**src/joystick_to_dual_motor_mixer_unit_defines.svh**
```systemverilog
// Assertion macros used by the mixer sequencer (jdmm_ctrl).
`ifndef JOYSTICK_TO_DUAL_MOTOR_MIXER_UNIT_DEFINES_SVH
`define JOYSTICK_TO_DUAL_MOTOR_MIXER_UNIT_DEFINES_SVH
`ifndef SYNTHESIS
`define JDMM_ASSERT(name, clk, rstn, prop) \
  name: assert property (@(posedge clk) disable iff (!rstn) prop) \
    else $error("assertion failed");
`define JDMM_ASSERT_NEXT(name, clk, rstn, cond, res) \
  name: assert property (@(posedge clk) disable iff (!rstn) (cond) |=> (res)) \
    else $error("assertion failed");
`else
`define JDMM_ASSERT(name, clk, rstn, prop)
`define JDMM_ASSERT_NEXT(name, clk, rstn, cond, res)
`endif
`endif

```
**src/jdmm_pkg.sv**
```systemverilog
package jdmm_pkg;

  localparam int MaxDuty      = 1023;
  localparam int StartDuty    = 80;
  localparam int TurnSpeedCap = 800;

  // Divider operand widths.
  localparam int NumW = 27;
  localparam int DenW = 17;

  typedef struct packed {
    logic signed [15:0] y_min;
    logic signed [15:0] y_mid;
    logic signed [15:0] y_max;
    logic signed [15:0] x_min;
    logic signed [15:0] x_mid;
    logic signed [15:0] x_max;
    logic [14:0]        deadband;
    logic [2:0]         drive_mode;
  } cfg_t;

  typedef enum logic [2:0] {
    REG_Y_MIN      = 3'd0,
    REG_Y_MID      = 3'd1,
    REG_Y_MAX      = 3'd2,
    REG_X_MIN      = 3'd3,
    REG_X_MID      = 3'd4,
    REG_X_MAX      = 3'd5,
    REG_DEADBAND   = 3'd6,
    REG_DRIVE_MODE = 3'd7
  } reg_e;

  typedef enum logic [1:0] {
    DIR_STOP = 2'd0,
    DIR_FWD  = 2'd1,
    DIR_REV  = 2'd2
  } dir_e;

  typedef enum logic [1:0] {
    MODE_CAR     = 2'd0,
    MODE_TANK    = 2'd1,
    MODE_TANK_V2 = 2'd2
  } mode_e;

  typedef enum logic [1:0] {
    OP_X = 2'd0,
    OP_Y = 2'd1,
    OP_T = 2'd2
  } op_e;

  typedef struct packed {
    logic [1:0] dir;
    logic [9:0] duty;
  } motor_t;

  typedef struct packed {
    logic load_in;
    logic setup;
    op_e  op;
    logic div_start;
    logic fin;
    logic out_load;
  } cmd_t;

  typedef struct packed {
    logic passthru;
    logic tank_v2;
    logic div_done;
    logic out_busy;
  } sts_t;

  // Direction and duty for one motor from a signed speed.
  function automatic motor_t drive(input logic signed [17:0] v);
    logic [17:0] m;
    motor_t      r;
    m = v[17] ? 18'(-v) : 18'(v);
    if (m > 18'(MaxDuty)) m = 18'(MaxDuty);
    r.dir  = DIR_STOP;
    r.duty = '0;
    if (m >= 18'(StartDuty) && v != 18'sd0) begin
      r.dir  = v[17] ? DIR_REV : DIR_FWD;
      r.duty = m[9:0];
    end
    return r;
  endfunction

endpackage

```
**src/jdmm_stick_if.sv**
```systemverilog
interface jdmm_stick_if;
  logic               valid;
  logic               ready;
  logic signed [15:0] stick_y;
  logic signed [15:0] stick_x;
  modport source (output valid, stick_y, stick_x, input ready);
  modport sink (input valid, stick_y, stick_x, output ready);
endinterface

```
**src/jdmm_motor_if.sv**
```systemverilog
interface jdmm_motor_if;
  logic       valid;
  logic       ready;
  logic [1:0] left_dir;
  logic [9:0] left_duty;
  logic [1:0] right_dir;
  logic [9:0] right_duty;
  modport source (output valid, left_dir, left_duty, right_dir, right_duty, input ready);
  modport sink (input valid, left_dir, left_duty, right_dir, right_duty, output ready);
endinterface

```
**src/jdmm_div.sv**
```systemverilog
// Unsigned restoring divider, one quotient bit per cycle.
module jdmm_div (
  input  logic                       clk_i,
  input  logic                       rst_ni,
  input  logic                       start_i,
  input  logic [jdmm_pkg::NumW-1:0]  num_i,
  input  logic [jdmm_pkg::DenW-1:0]  den_i,
  output logic [jdmm_pkg::NumW-1:0]  quo_o,
  output logic                       done_o
);

  localparam int NumW = jdmm_pkg::NumW;
  localparam int DenW = jdmm_pkg::DenW;

  logic [NumW-1:0] acc_q, acc_d;
  logic [DenW-1:0] rem_q, rem_d;
  logic [DenW-1:0] den_q;
  logic [4:0]      cnt_q, cnt_d;
  logic [DenW:0]   rem_sh;
  logic [DenW+1:0] diff;

  always_comb begin
    rem_sh = {rem_q, acc_q[NumW-1]};
    diff   = {1'b0, rem_sh} - {2'b0, den_q};
    acc_d  = acc_q;
    rem_d  = rem_q;
    cnt_d  = cnt_q;
    if (start_i) begin
      acc_d = num_i;
      rem_d = '0;
      cnt_d = 5'(NumW);
    end else if (cnt_q != 5'd0) begin
      cnt_d = cnt_q - 5'd1;
      if (!diff[DenW+1]) begin
        rem_d = diff[DenW-1:0];
        acc_d = {acc_q[NumW-2:0], 1'b1};
      end else begin
        rem_d = rem_sh[DenW-1:0];
        acc_d = {acc_q[NumW-2:0], 1'b0};
      end
    end
  end

  always_ff @(posedge clk_i or negedge rst_ni) begin
    if (!rst_ni) begin
      cnt_q <= '0;
    end else begin
      cnt_q <= cnt_d;
    end
  end

  always_ff @(posedge clk_i) begin
    acc_q <= acc_d;
    rem_q <= rem_d;
    if (start_i) begin
      den_q <= den_i;
    end
  end

  assign quo_o  = acc_q;
  assign done_o = (cnt_q == 5'd0);

endmodule

```
**src/jdmm_dp.sv**
```systemverilog
// Mixer datapath: axis map operands, multiplier, divider, mode logic and
// the output register.
module jdmm_dp (
  input  logic                clk_i,
  input  logic                rst_ni,
  input  jdmm_pkg::cfg_t      cfg_i,
  input  jdmm_pkg::cmd_t      cmd_i,
  output jdmm_pkg::sts_t      sts_o,
  input  logic signed [15:0]  in_y_i,
  input  logic signed [15:0]  in_x_i,
  input  logic                out_ready_i,
  output logic                out_valid_o,
  output jdmm_pkg::motor_t    out_left_o,
  output jdmm_pkg::motor_t    out_right_o
);

  localparam logic signed [10:0] StartS = 11'(jdmm_pkg::StartDuty);
  localparam logic signed [10:0] CapS   = 11'(jdmm_pkg::TurnSpeedCap);
  localparam logic signed [11:0] Max12  = 12'(jdmm_pkg::MaxDuty);
  localparam logic signed [11:0] Start12 = 12'(jdmm_pkg::StartDuty);
  localparam logic signed [11:0] Span12 = 12'(jdmm_pkg::MaxDuty - jdmm_pkg::StartDuty);
  localparam logic signed [13:0] Max14  = 14'(jdmm_pkg::MaxDuty);
  localparam logic signed [17:0] Start18 = 18'(jdmm_pkg::StartDuty);

  function automatic logic signed [15:0] clampv(input logic signed [15:0] v,
                                               input logic signed [15:0] lo,
                                               input logic signed [15:0] hi);
    if (v < lo) return lo;
    if (v > hi) return hi;
    return v;
  endfunction

  logic signed [15:0] y_q, x_q, yc, xc;
  logic signed [18:0] a_q, den_q;
  logic signed [11:0] k_q, ol_q;
  logic               zero_q, neg_q;
  logic signed [10:0] lx_q, ly_q, lt_q, run_q, held_q;
  logic               out_valid_q;
  jdmm_pkg::motor_t   out_l_q, out_r_q;

  logic [1:0]         mode;
  logic               rev, tank_v2, passthru;
  logic signed [10:0] hn;

  // Operand setup.
  logic signed [15:0] sv, slo, smid, shi;
  logic signed [17:0] up, dn, v18, il, ih;
  logic signed [18:0] a_d, den_d;
  logic signed [11:0] k_d, ol_d;
  logic               live;

  // Multiply and divide.
  logic signed [30:0]               prod;
  logic [30:0]                      prod_mag;
  logic [18:0]                      den_mag;
  logic [jdmm_pkg::NumW-1:0]        quo;
  logic                             div_done;

  // Final map value.
  logic [11:0]        qs;
  logic signed [13:0] qv, rv;
  logic signed [10:0] res;

  // Output decision.
  logic signed [17:0] l, r, lr, rs, h, t;
  logic signed [10:0] run_d, held_d, tc;
  logic               produce;

  assign mode     = cfg_i.drive_mode[2:1];
  assign rev      = cfg_i.drive_mode[0];
  assign tank_v2  = (mode == jdmm_pkg::MODE_TANK_V2);
  assign passthru = (cfg_i.y_min == 16'sd0) && (cfg_i.y_max == 16'sd0) &&
                    (cfg_i.x_min == 16'sd0) && (cfg_i.x_max == 16'sd0);

  assign yc = clampv(y_q, cfg_i.y_min, cfg_i.y_max);
  assign xc = clampv(x_q, cfg_i.x_min, cfg_i.x_max);

  // Held speed as tank_v2 leaves it after this sample.
  always_comb begin
    hn = held_q;
    if (lx_q != 11'sd0 && ly_q != 11'sd0) begin
      if (held_q == 11'sd0) hn = ly_q;
    end else if (lx_q == 11'sd0 && ly_q == 11'sd0) begin
      hn = 11'sd0;
    end
  end

  always_comb begin
    if (cmd_i.op == jdmm_pkg::OP_X) begin
      sv = xc; slo = cfg_i.x_min; smid = cfg_i.x_mid; shi = cfg_i.x_max;
    end else begin
      sv = yc; slo = cfg_i.y_min; smid = cfg_i.y_mid; shi = cfg_i.y_max;
    end
    v18 = 18'(sv);
    up  = 18'(smid) + 18'(signed'({1'b0, cfg_i.deadband}));
    dn  = 18'(smid) - 18'(signed'({1'b0, cfg_i.deadband}));
    il  = up;
    ih  = 18'(shi);
    k_d = Span12;
    ol_d = Start12;
    live = 1'b1;
    if (cmd_i.op == jdmm_pkg::OP_T) begin
      il = 18'(cfg_i.y_min);
      ih = 18'(cfg_i.y_max);
      if (hn > 11'sd0) begin
        ol_d = 12'sd0;
        k_d  = Max12;
      end else begin
        ol_d = Max12;
        k_d  = -Max12;
      end
    end else if (v18 > up) begin
      il = up;
      ih = 18'(shi);
    end else if (v18 < dn) begin
      il   = dn;
      ih   = 18'(slo);
      ol_d = -Start12;
      k_d  = -Span12;
    end else begin
      live = 1'b0;
    end
    a_d   = 19'(v18) - 19'(il);
    den_d = 19'(ih) - 19'(il);
  end

  assign prod     = 31'(a_q) * 31'(k_q);
  assign prod_mag = prod[30] ? 31'(-prod) : 31'(prod);
  assign den_mag  = den_q[18] ? 19'(-den_q) : 19'(den_q);

  jdmm_div u_div (
    .clk_i   (clk_i),
    .rst_ni  (rst_ni),
    .start_i (cmd_i.div_start),
    .num_i   (prod_mag[jdmm_pkg::NumW-1:0]),
    .den_i   (den_mag[jdmm_pkg::DenW-1:0]),
    .quo_o   (quo),
    .done_o  (div_done)
  );

  // Truncated quotient with sign, offset and saturation to the duty range.
  always_comb begin
    qs  = (|quo[jdmm_pkg::NumW-1:12]) ? 12'hFFF : quo[11:0];
    qv  = neg_q ? -14'(signed'({1'b0, qs})) : 14'(signed'({1'b0, qs}));
    rv  = qv + 14'(ol_q);
    if (rv > Max14) rv = Max14;
    if (rv < -Max14) rv = -Max14;
    res = zero_q ? 11'sd0 : 11'(rv);
  end

  always_comb begin
    lr      = 18'(lx_q);
    rs      = 18'(ly_q);
    h       = 18'(hn);
    t       = 18'sd0;
    tc      = 11'sd0;
    l       = 18'sd0;
    r       = 18'sd0;
    run_d   = run_q;
    held_d  = held_q;
    produce = 1'b1;
    if (passthru) begin
      l = 18'(y_q);
      r = 18'(x_q);
    end else if (tank_v2) begin
      run_d  = ly_q;
      held_d = hn;
      if (hn == 11'sd0) begin
        if (rs == 18'sd0 && lr != 18'sd0) begin
          l = rev ? lr : -lr;
          r = rev ? -lr : lr;
        end else if (rs != 18'sd0 && lr == 18'sd0) begin
          l = rs;
          r = rs;
        end
      end else if (lr == 18'sd0) begin
        produce = 1'b0;
      end else begin
        if (hn > 11'sd0) begin
          tc = (lt_q < 11'sd0) ? 11'sd0 : ((lt_q > hn) ? hn : lt_q);
          t  = 18'(tc);
        end else begin
          tc = (lt_q < 11'sd0) ? 11'sd0 : ((lt_q > -hn) ? -hn : lt_q);
          t  = -18'(tc);
        end
        l = (lr > 18'sd0) ? h : t;
        r = (lr > 18'sd0) ? t : h;
      end
    end else begin
      if (lx_q == 11'sd0) begin
        run_d = ly_q;
      end else if (run_q > 11'sd0) begin
        run_d = (run_q < StartS) ? StartS : ((run_q > CapS) ? CapS : run_q);
      end else if (run_q < 11'sd0) begin
        run_d = (run_q < -CapS) ? -CapS : ((run_q > -StartS) ? -StartS : run_q);
      end else begin
        run_d = ly_q;
      end
      rs = 18'(run_d);
      if (mode != jdmm_pkg::MODE_TANK) begin
        l = rs;
        r = lr;
      end else if (rs == 18'sd0 && lr != 18'sd0) begin
        l = rev ? lr : -lr;
        r = rev ? -lr : lr;
      end else if (lr == 18'sd0) begin
        l = rs;
        r = rs;
      end else if (rs > 18'sd0) begin
        l = (lr >= 18'sd0) ? Start18 + lr : Start18;
        r = (lr >= 18'sd0) ? Start18 : Start18 - lr;
      end else begin
        l = (lr >= 18'sd0) ? -Start18 - lr : -Start18;
        r = (lr >= 18'sd0) ? -Start18 : -Start18 + lr;
      end
    end
  end

  always_ff @(posedge clk_i) begin
    if (cmd_i.load_in) begin
      y_q <= in_y_i;
      x_q <= in_x_i;
    end
    if (cmd_i.setup) begin
      a_q    <= a_d;
      den_q  <= den_d;
      k_q    <= k_d;
      ol_q   <= ol_d;
      zero_q <= !live || (den_d == 19'sd0);
    end
    if (cmd_i.div_start) begin
      neg_q <= prod[30] ^ den_q[18];
    end
    if (cmd_i.fin) begin
      case (cmd_i.op)
        jdmm_pkg::OP_X: lx_q <= res;
        jdmm_pkg::OP_Y: ly_q <= res;
        jdmm_pkg::OP_T: lt_q <= res;
        default:        lt_q <= res;
      endcase
    end
    if (cmd_i.out_load && produce) begin
      out_l_q <= jdmm_pkg::drive(l);
      out_r_q <= jdmm_pkg::drive(r);
    end
  end

  always_ff @(posedge clk_i or negedge rst_ni) begin
    if (!rst_ni) begin
      run_q       <= '0;
      held_q      <= '0;
      out_valid_q <= 1'b0;
    end else begin
      if (cmd_i.out_load) begin
        run_q  <= run_d;
        held_q <= held_d;
      end
      if (cmd_i.out_load && produce) begin
        out_valid_q <= 1'b1;
      end else if (out_ready_i) begin
        out_valid_q <= 1'b0;
      end
    end
  end

  assign sts_o.passthru = passthru;
  assign sts_o.tank_v2  = tank_v2;
  assign sts_o.div_done = div_done;
  assign sts_o.out_busy = out_valid_q && !out_ready_i;

  assign out_valid_o = out_valid_q;
  assign out_left_o  = out_l_q;
  assign out_right_o = out_r_q;

endmodule

```
**src/jdmm_ctrl.sv**
```systemverilog
`include "joystick_to_dual_motor_mixer_unit_defines.svh"

// Sequencer: runs the steering map, the forward map and, in tank_v2, the
// turn map through the shared multiplier and divider; in passthrough it skips the maps.
module jdmm_ctrl (
  input  logic           clk_i,
  input  logic           rst_ni,
  input  logic           in_valid_i,
  output logic           in_ready_o,
  input  jdmm_pkg::sts_t sts_i,
  output jdmm_pkg::cmd_t cmd_o
);

  typedef enum logic [5:0] {
    S_IDLE  = 6'b000001,
    S_SETUP = 6'b000010,
    S_MUL   = 6'b000100,
    S_DIV   = 6'b001000,
    S_FIN   = 6'b010000,
    S_OUT   = 6'b100000
  } state_e;

  state_e        state_q, state_d;
  jdmm_pkg::op_e op_q, op_d;

  always_comb begin
    state_d = state_q;
    op_d    = op_q;
    cmd_o   = '0;
    cmd_o.op = op_q;
    in_ready_o = 1'b0;
    case (state_q)
      S_IDLE: begin
        in_ready_o = 1'b1;
        if (in_valid_i) begin
          cmd_o.load_in = 1'b1;
          op_d    = jdmm_pkg::OP_X;
          state_d = sts_i.passthru ? S_OUT : S_SETUP;
        end
      end
      S_SETUP: begin
        cmd_o.setup = 1'b1;
        state_d = S_MUL;
      end
      S_MUL: begin
        cmd_o.div_start = 1'b1;
        state_d = S_DIV;
      end
      S_DIV: begin
        if (sts_i.div_done) state_d = S_FIN;
      end
      S_FIN: begin
        cmd_o.fin = 1'b1;
        case (op_q)
          jdmm_pkg::OP_X: begin
            op_d    = jdmm_pkg::OP_Y;
            state_d = S_SETUP;
          end
          jdmm_pkg::OP_Y: begin
            op_d    = jdmm_pkg::OP_T;
            state_d = sts_i.tank_v2 ? S_SETUP : S_OUT;
          end
          default: state_d = S_OUT;
        endcase
      end
      S_OUT: begin
        if (!sts_i.out_busy) begin
          cmd_o.out_load = 1'b1;
          state_d = S_IDLE;
        end
      end
      default: state_d = S_IDLE;
    endcase
  end

  always_ff @(posedge clk_i or negedge rst_ni) begin
    if (!rst_ni) begin
      state_q <= S_IDLE;
      op_q    <= jdmm_pkg::OP_X;
    end else begin
      state_q <= state_d;
      op_q    <= op_d;
    end
  end

  `JDMM_ASSERT(a_state_onehot, clk_i, rst_ni, $onehot(state_q))
  `JDMM_ASSERT_NEXT(a_div_busy, clk_i, rst_ni, cmd_o.div_start, !sts_i.div_done)
  `JDMM_ASSERT_NEXT(a_out_done, clk_i, rst_ni, state_q == S_OUT && !sts_i.out_busy, state_q == S_IDLE)

endmodule

```
**src/joystick_to_dual_motor_mixer_unit.sv**
```systemverilog
// Joystick to dual motor mixer. Each joystick transfer (stick_y, stick_x)
// yields at most one motor transfer with a direction and a 10-bit PWM duty
// for the left and right motor. With y_min, y_max, x_min and x_max all zero
// the sticks drive the motors directly. Otherwise each axis map runs through
// one multiplier and a shared restoring divider that produces one quotient
// bit per cycle: car and tank mode run the steering map then the forward
// map, and tank_v2 adds the turn map. A finished result sits in an output
// register, and the next joystick transfer is taken while it waits. In
// tank_v2 with a held speed and centred steering no motor transfer is
// produced. Configuration is written over the APB port at byte address
// 4*index and must only be written while the block is idle.
module joystick_to_dual_motor_mixer_unit (
  input  logic         clk_i,
  input  logic         rst_ni,
  input  logic         psel,
  input  logic         penable,
  input  logic         pwrite,
  input  logic [4:0]   paddr,
  input  logic [31:0]  pwdata,
  output logic [31:0]  prdata,
  output logic         pready,
  jdmm_stick_if.sink   stick_i,
  jdmm_motor_if.source motor_o
);

  jdmm_pkg::cfg_t   cfg_q;
  jdmm_pkg::cmd_t   cmd;
  jdmm_pkg::sts_t   sts;
  jdmm_pkg::motor_t left, right;
  jdmm_pkg::reg_e   reg_sel;

  assign pready  = 1'b1;
  assign reg_sel = jdmm_pkg::reg_e'(paddr[4:2]);

  // Register file, written in the APB access phase.
  always_ff @(posedge clk_i or negedge rst_ni) begin
    if (!rst_ni) begin
      cfg_q <= '0;
    end else if (psel && penable && pwrite) begin
      case (reg_sel)
        jdmm_pkg::REG_Y_MIN:      cfg_q.y_min      <= pwdata[15:0];
        jdmm_pkg::REG_Y_MID:      cfg_q.y_mid      <= pwdata[15:0];
        jdmm_pkg::REG_Y_MAX:      cfg_q.y_max      <= pwdata[15:0];
        jdmm_pkg::REG_X_MIN:      cfg_q.x_min      <= pwdata[15:0];
        jdmm_pkg::REG_X_MID:      cfg_q.x_mid      <= pwdata[15:0];
        jdmm_pkg::REG_X_MAX:      cfg_q.x_max      <= pwdata[15:0];
        jdmm_pkg::REG_DEADBAND:   cfg_q.deadband   <= pwdata[14:0];
        jdmm_pkg::REG_DRIVE_MODE: cfg_q.drive_mode <= pwdata[2:0];
        default:                  cfg_q.drive_mode <= pwdata[2:0];
      endcase
    end
  end

  // Read-back; the signed limits come back sign-extended.
  always_comb begin
    case (reg_sel)
      jdmm_pkg::REG_Y_MIN:      prdata = 32'(cfg_q.y_min);
      jdmm_pkg::REG_Y_MID:      prdata = 32'(cfg_q.y_mid);
      jdmm_pkg::REG_Y_MAX:      prdata = 32'(cfg_q.y_max);
      jdmm_pkg::REG_X_MIN:      prdata = 32'(cfg_q.x_min);
      jdmm_pkg::REG_X_MID:      prdata = 32'(cfg_q.x_mid);
      jdmm_pkg::REG_X_MAX:      prdata = 32'(cfg_q.x_max);
      jdmm_pkg::REG_DEADBAND:   prdata = {17'b0, cfg_q.deadband};
      jdmm_pkg::REG_DRIVE_MODE: prdata = {29'b0, cfg_q.drive_mode};
      default:                  prdata = '0;
    endcase
  end

  jdmm_ctrl u_ctrl (
    .clk_i      (clk_i),
    .rst_ni     (rst_ni),
    .in_valid_i (stick_i.valid),
    .in_ready_o (stick_i.ready),
    .sts_i      (sts),
    .cmd_o      (cmd)
  );

  jdmm_dp u_dp (
    .clk_i       (clk_i),
    .rst_ni      (rst_ni),
    .cfg_i       (cfg_q),
    .cmd_i       (cmd),
    .sts_o       (sts),
    .in_y_i      (stick_i.stick_y),
    .in_x_i      (stick_i.stick_x),
    .out_ready_i (motor_o.ready),
    .out_valid_o (motor_o.valid),
    .out_left_o  (left),
    .out_right_o (right)
  );

  assign motor_o.left_dir   = left.dir;
  assign motor_o.left_duty  = left.duty;
  assign motor_o.right_dir  = right.dir;
  assign motor_o.right_duty = right.duty;

endmodule
```
**src/flat_wrapper.sv**
```systemverilog
// flat-port wrapper written by rule: the top's interface ports become plain ports
module joystick_to_dual_motor_mixer_unit_flat 
  (clk_i, rst_ni, psel, penable, pwrite, paddr, pwdata, prdata, pready, stick_i_valid, stick_i_stick_y, stick_i_stick_x, stick_i_ready, motor_o_valid, motor_o_left_dir, motor_o_left_duty, motor_o_right_dir, motor_o_right_duty, motor_o_ready);
  jdmm_stick_if stick_i_i ();
  jdmm_motor_if motor_o_i ();
  input  logic clk_i;
  input  logic rst_ni;
  input  logic psel;
  input  logic penable;
  input  logic pwrite;
  input  logic [4:0] paddr;
  input  logic [31:0] pwdata;
  output logic [31:0] prdata;
  output logic pready;
  input wire logic [$bits(stick_i_i.valid)-1:0] stick_i_valid;
  input wire logic [$bits(stick_i_i.stick_y)-1:0] stick_i_stick_y;
  input wire logic [$bits(stick_i_i.stick_x)-1:0] stick_i_stick_x;
  output wire logic [$bits(stick_i_i.ready)-1:0] stick_i_ready;
  output wire logic [$bits(motor_o_i.valid)-1:0] motor_o_valid;
  output wire logic [$bits(motor_o_i.left_dir)-1:0] motor_o_left_dir;
  output wire logic [$bits(motor_o_i.left_duty)-1:0] motor_o_left_duty;
  output wire logic [$bits(motor_o_i.right_dir)-1:0] motor_o_right_dir;
  output wire logic [$bits(motor_o_i.right_duty)-1:0] motor_o_right_duty;
  input wire logic [$bits(motor_o_i.ready)-1:0] motor_o_ready;
  assign stick_i_i.valid = stick_i_valid;
  assign stick_i_i.stick_y = stick_i_stick_y;
  assign stick_i_i.stick_x = stick_i_stick_x;
  assign stick_i_ready = stick_i_i.ready;
  assign motor_o_valid = motor_o_i.valid;
  assign motor_o_left_dir = motor_o_i.left_dir;
  assign motor_o_left_duty = motor_o_i.left_duty;
  assign motor_o_right_dir = motor_o_i.right_dir;
  assign motor_o_right_duty = motor_o_i.right_duty;
  assign motor_o_i.ready = motor_o_ready;
  joystick_to_dual_motor_mixer_unit u_core (.clk_i(clk_i), .rst_ni(rst_ni), .psel(psel), .penable(penable), .pwrite(pwrite), .paddr(paddr), .pwdata(pwdata), .prdata(prdata), .pready(pready), .stick_i(stick_i_i), .motor_o(motor_o_i));
endmodule
```
**config.mk**
```make
export PLATFORM = sky130hd
export DESIGN_NAME = joystick_to_dual_motor_mixer_unit_flat
export DESIGN_NICKNAME = d
export VERILOG_FILES = /design/src/jdmm_pkg.sv /design/src/jdmm_stick_if.sv /design/src/jdmm_motor_if.sv /design/src/jdmm_div.sv /design/src/jdmm_dp.sv /design/src/jdmm_ctrl.sv /design/src/joystick_to_dual_motor_mixer_unit.sv /design/src/flat_wrapper.sv
export VERILOG_INCLUDE_DIRS = /design/src /design/src/src
export SDC_FILE = /design/constraint.sdc
export NUM_CORES = 2
export LEC_CHECK = 0
export BUFFER_PORTS_ARGS = -buffer_cell sky130_fd_sc_hd__buf_2
export CAP_MARGIN = 20
export CORE_UTILIZATION = 55
export DETAILED_ROUTE_END_ITERATION = 8
export HOLD_SLACK_MARGIN = 0.05
export MAX_ROUTING_LAYER = met4
export PLACE_DENSITY = 0.69
export RECOVER_POWER = 25
export SETUP_SLACK_MARGIN = 0.2
export SKIP_LAST_GASP = 1
export SLEW_MARGIN = 10
export SYNTH_ARGS = -nofsm -noshare
export SYNTH_HDL_FRONTEND = slang
export SYNTH_SLANG_ARGS = --single-unit
```
**constraint.sdc**
```tcl
create_clock -name clk_i -period 24.8 [get_ports clk_i]
set_input_delay 0 -clock clk_i [delete_from_list [all_inputs] [get_ports clk_i]]
set_output_delay 0 -clock clk_i [all_outputs]
set_load 0.03 [all_outputs]
```
==> qor.txt <==
Status = complete, but fails checks
Violated checks = design-rule violations, max-capacitance violations, max-slew violations
Drt first pass iters = 8
Final Non-Filler Cells = 5162
Fmax = 78.6 MHz
Setup_tns = 0 ns
RSZ-0062 raised after global routing = no
Post-synth EDFFs = 179
Core Rows = 94
Synth Flop Type = edfxtp_1
Synthesized instance count = 4180
CP arrival = 13.15 ns
WL per Instance = 25.1 um
YS warnings = 0
Final hold vios = 0
Fillers = 5832
Cts hold-fix bufs = 58
Ys async rst share = 43.4%
Post-synthesis cell area = 36800 um2
MaxCap Viol Count = 5
Clock transition at the registers of the reported paths = 0.06 ns
Kind of critical path = register to register
CP endpoint kind = register
HP Class = input port to register
Number of global-route vias before repair = 31537
Number of synthesized register bits = 346
Post-DP HPWL = 99400 um
CP Launch Type = register
Post-synthesis sequential area ratio = 25.7%
Clk root buf = clkbuf_16
Clock skew = 0.0384 ns
Data required time of the critical path = 25.22 ns
CTS tree = done
Slew HR = -134%
Max incr delay on CP = 0.59 ns
H-tree Lvls = 2
Final min period = 12.73 ns
Area Overhead vs Synth = 9.40%
CP max-delay cell = buf_4
Layout cell share with drive strength beyond 1 = 10.3%
Gates resized, CTS repair = 0
Clock Tree Buf Depth = 3
Post-CTS Setup Bufs = 0
Placed Cells incl. Taps = 5019
Remaining DRCs = 4
Die Wd = 261 um
Vert. Die Dim = 261 um
Die area = 68000 um2
CTS buffer count = 43
Post-route ant nets = 0
CTS sink cnt = 346
Via count = 32974
Layout Nets = 4833
Pin count of the biggest net entering global routing = 76
Final setup violation count = 0
Syn Nets = 4753
Initial detailed-routing violation count = 3718
Gr usage total = 39.2%
GP Congestion = 1.03
Max-slew violation count = 215
Worst-Skew Late Latency = 0.61 ns
First-pass GRT wire length = 194000 um
Worst-margin pin slew = 3.51 ns
Core box area = 66000 um2
Vias/cell = 6.39
WL final = 130000 um
I/O pins = 135
Synth cell types = 118
Average size of a mapped cell = 8.80 um2
Most frequent CP cell = o21a_1
Initial antenna violation count = 5
Period utilization = 51.3%
Port bufs = 115
Starting Density = 55.8%
Total gr overflow = 0
Crit path max fanout = 48
==> cells in the mapped netlist, types with 11 or more instances <==
master | n | share of area, %
nor2b_1 | 33 | 0.56
xor2_1 | 47 | 1.1
a221oi_1 | 20 | 0.48
nand2_1 | 427 | 4.4
xnor2_1 | 112 | 2.7
a22oi_1 | 17 | 0.35
dfrtp_1 | 149 | 10
o21ai_0 | 328 | 4.5
a21o_1 | 45 | 0.92
o21a_1 | 39 | 0.80
buf_1 | 17 | 0.17
or3_1 | 29 | 0.49
o31a_1 | 14 | 0.33
o21bai_1 | 23 | 0.47
a21oi_1 | 239 | 3.3
nor3_1 | 85 | 1.2
and3_1 | 25 | 0.42
fa_1 | 209 | 11
edfxtp_1 | 179 | 15
o211ai_1 | 13 | 0.27
nand2b_1 | 62 | 1.1
and2_1 | 41 | 0.70
or4_1 | 19 | 0.39
dfxtp_1 | 17 | 0.92
nor2_1 | 261 | 2.7
o22ai_1 | 21 | 0.36
nor3b_1 | 12 | 0.24
o221ai_1 | 11 | 0.26
mux2_2 | 92 | 2.8
or2_2 | 20 | 0.34
buf_4 | 18 | 0.37
buf_2 | 19 | 0.26
clkbuf_1 | 142 | 1.4
nand4_1 | 29 | 0.49
nand3_1 | 60 | 0.82
a21boi_0 | 35 | 0.71
nor4_1 | 44 | 0.75
o31ai_1 | 33 | 0.67
o221a_2 | 17 | 0.52
a211oi_1 | 44 | 0.90
mux2i_1 | 123 | 3.3
inv_1 | 443 | 4.5
a31oi_1 | 39 | 0.66
ha_1 | 288 | 9.8
==> area by class of cell <==
type / instances / area (um2) / area share [%]
clock buffers: 58 / 1240 / 3.09
flip-flops and latches: 346 / 9470 / 23.5
diodes: 3 / 7.51 / 0.0186
repair buffers: 233 / 1580 / 3.92
clock inverters: 22 / 302 / 0.749
inverters: 451 / 1690 / 4.20
multi-input cells: 3185 / 24900 / 61.8
well taps: 864 / 1080 / 2.68
==> cells in the final DEF (no fill, tap or decap), types with 33 or more instances in the layout <==
cell type,synthesis,layout
mux2i_1,123,123
nor2_1,261,259
a31oi_1,39,38
dlygate4sd3_1,0,57
ha_1,288,287
nor3_1,85,82
clkbuf_1,142,40
xor2_1,47,47
mux2_2,92,92
a21o_1,45,45
o21ai_0,328,328
dfrtp_1,149,149
o31ai_1,33,33
nand2b_1,62,62
fa_1,209,209
edfxtp_1,179,179
buf_4,18,55
nor4_1,44,43
a21oi_1,239,239
a211oi_1,44,44
o21a_1,39,39
nand2_1,427,427
buf_2,19,84
nor2b_1,33,33
and2_1,41,41
inv_1,443,443
a21boi_0,35,35
clkbuf_16,0,44
xnor2_1,112,111
nand3_1,60,60
==> sequential cells by signal, indices dropped and copies added, names as in the netlist, 2 cells and up <==
signal / cells
u_core.u_ctrl.op_q: 2
u_core.u_dp.a_q: 19
u_core.u_dp.u_div.quo_o: 27
u_core.u_dp.ly_q: 11
u_core.u_dp.x_q: 16
u_core.u_dp.u_div.cnt_q: 5
u_core.cfg_q: 114
u_core.u_dp.run_q: 11
u_core.u_dp.held_q: 11
u_core.u_dp.u_div.den_q: 17
u_core.u_dp.den_q: 18
u_core.u_dp.k_q: 2
u_core.u_dp.out_right_o: 12
u_core.u_dp.ol_q: 5
u_core.u_ctrl.state_q: 6
u_core.u_dp.y_q: 16
u_core.u_dp.lt_q: 11
u_core.u_dp.u_div.rem_q: 17
u_core.u_dp.out_left_o: 12
u_core.u_dp.lx_q: 11
==> cell families after synthesis <==
family	after synthesis	share of synthesized area (%)
other cells	1	0.0102
xor+xnor	160	3.83
compound gates	1110	20.0
simple gates	1195	15.8
flops	346	25.7
mux	222	6.56
fa+ha+maj	497	21.2
buf+inv	649	6.91
==> stage by stage <==
step / utilization [%] / area, um2 / hold slack (ns) / worst slack [ns]
6_report: 61.0 / 40300 / 0.126 / 12.07
5_1_grt: 61.0 / 40300 / 0.130 / 11.36
4_1_cts: 61.1 / 40300 / 0.109 / 12.35
3_5_place_dp: 57.8 / 38200 / 0.0967 / 12.43
3_3_place_gp: 57.8 / 38200 / 0.0963 / 12.46
2_1_floorplan: - / 36800 / -0.296 / 14.18
==> final timing paths <==
| check | startpoint | end | cells past startpoint | slack, ns |
|---|---|---|---|---|
| worst max register to register | u_core.cfg_q[99] | u_core.u_dp.zero_q | 54 | 12.07 |
| worst min register to register | u_core.u_dp.u_div.rem_q[1] | u_core.u_dp.u_div.rem_q[1] | 2 | 0.48 |
| worst min-delay path | stick_i_stick_y[13] | u_core.u_dp.y_q[13] | 2 | 0.13 |
| min in group asynchronous | rst_ni | u_core.u_ctrl.op_q[0] | 3 | 1.70 |
| worst max-delay path | u_core.cfg_q[99] | u_core.u_dp.zero_q | 54 | 12.07 |
| max in group asynchronous | rst_ni | u_core.u_dp.run_q[5] | 4 | 20.41 |
==> metal layers <==
metal	track usage [%]	up-vias	part of all wire [%]
met4	14.0	0	4.3
li1	-	15014	-
met3	8.53	328	11
met2	57.4	1716	43
met5	-	-	0
met1	53.1	15916	42
==> critical path, delay by kind of cell (launching register included) <==
family	cells	cell delay (ns)
compound gates	37	7.37
mux	2	0.67
buf+inv	4	1.29
simple gates	7	1.30
flops	1	0.55
fa+ha+maj	4	1.35
Power is left out: the tool's default activity adds up to more than one toggle a clock period on the data nets, which glitch-free logic cannot reach.
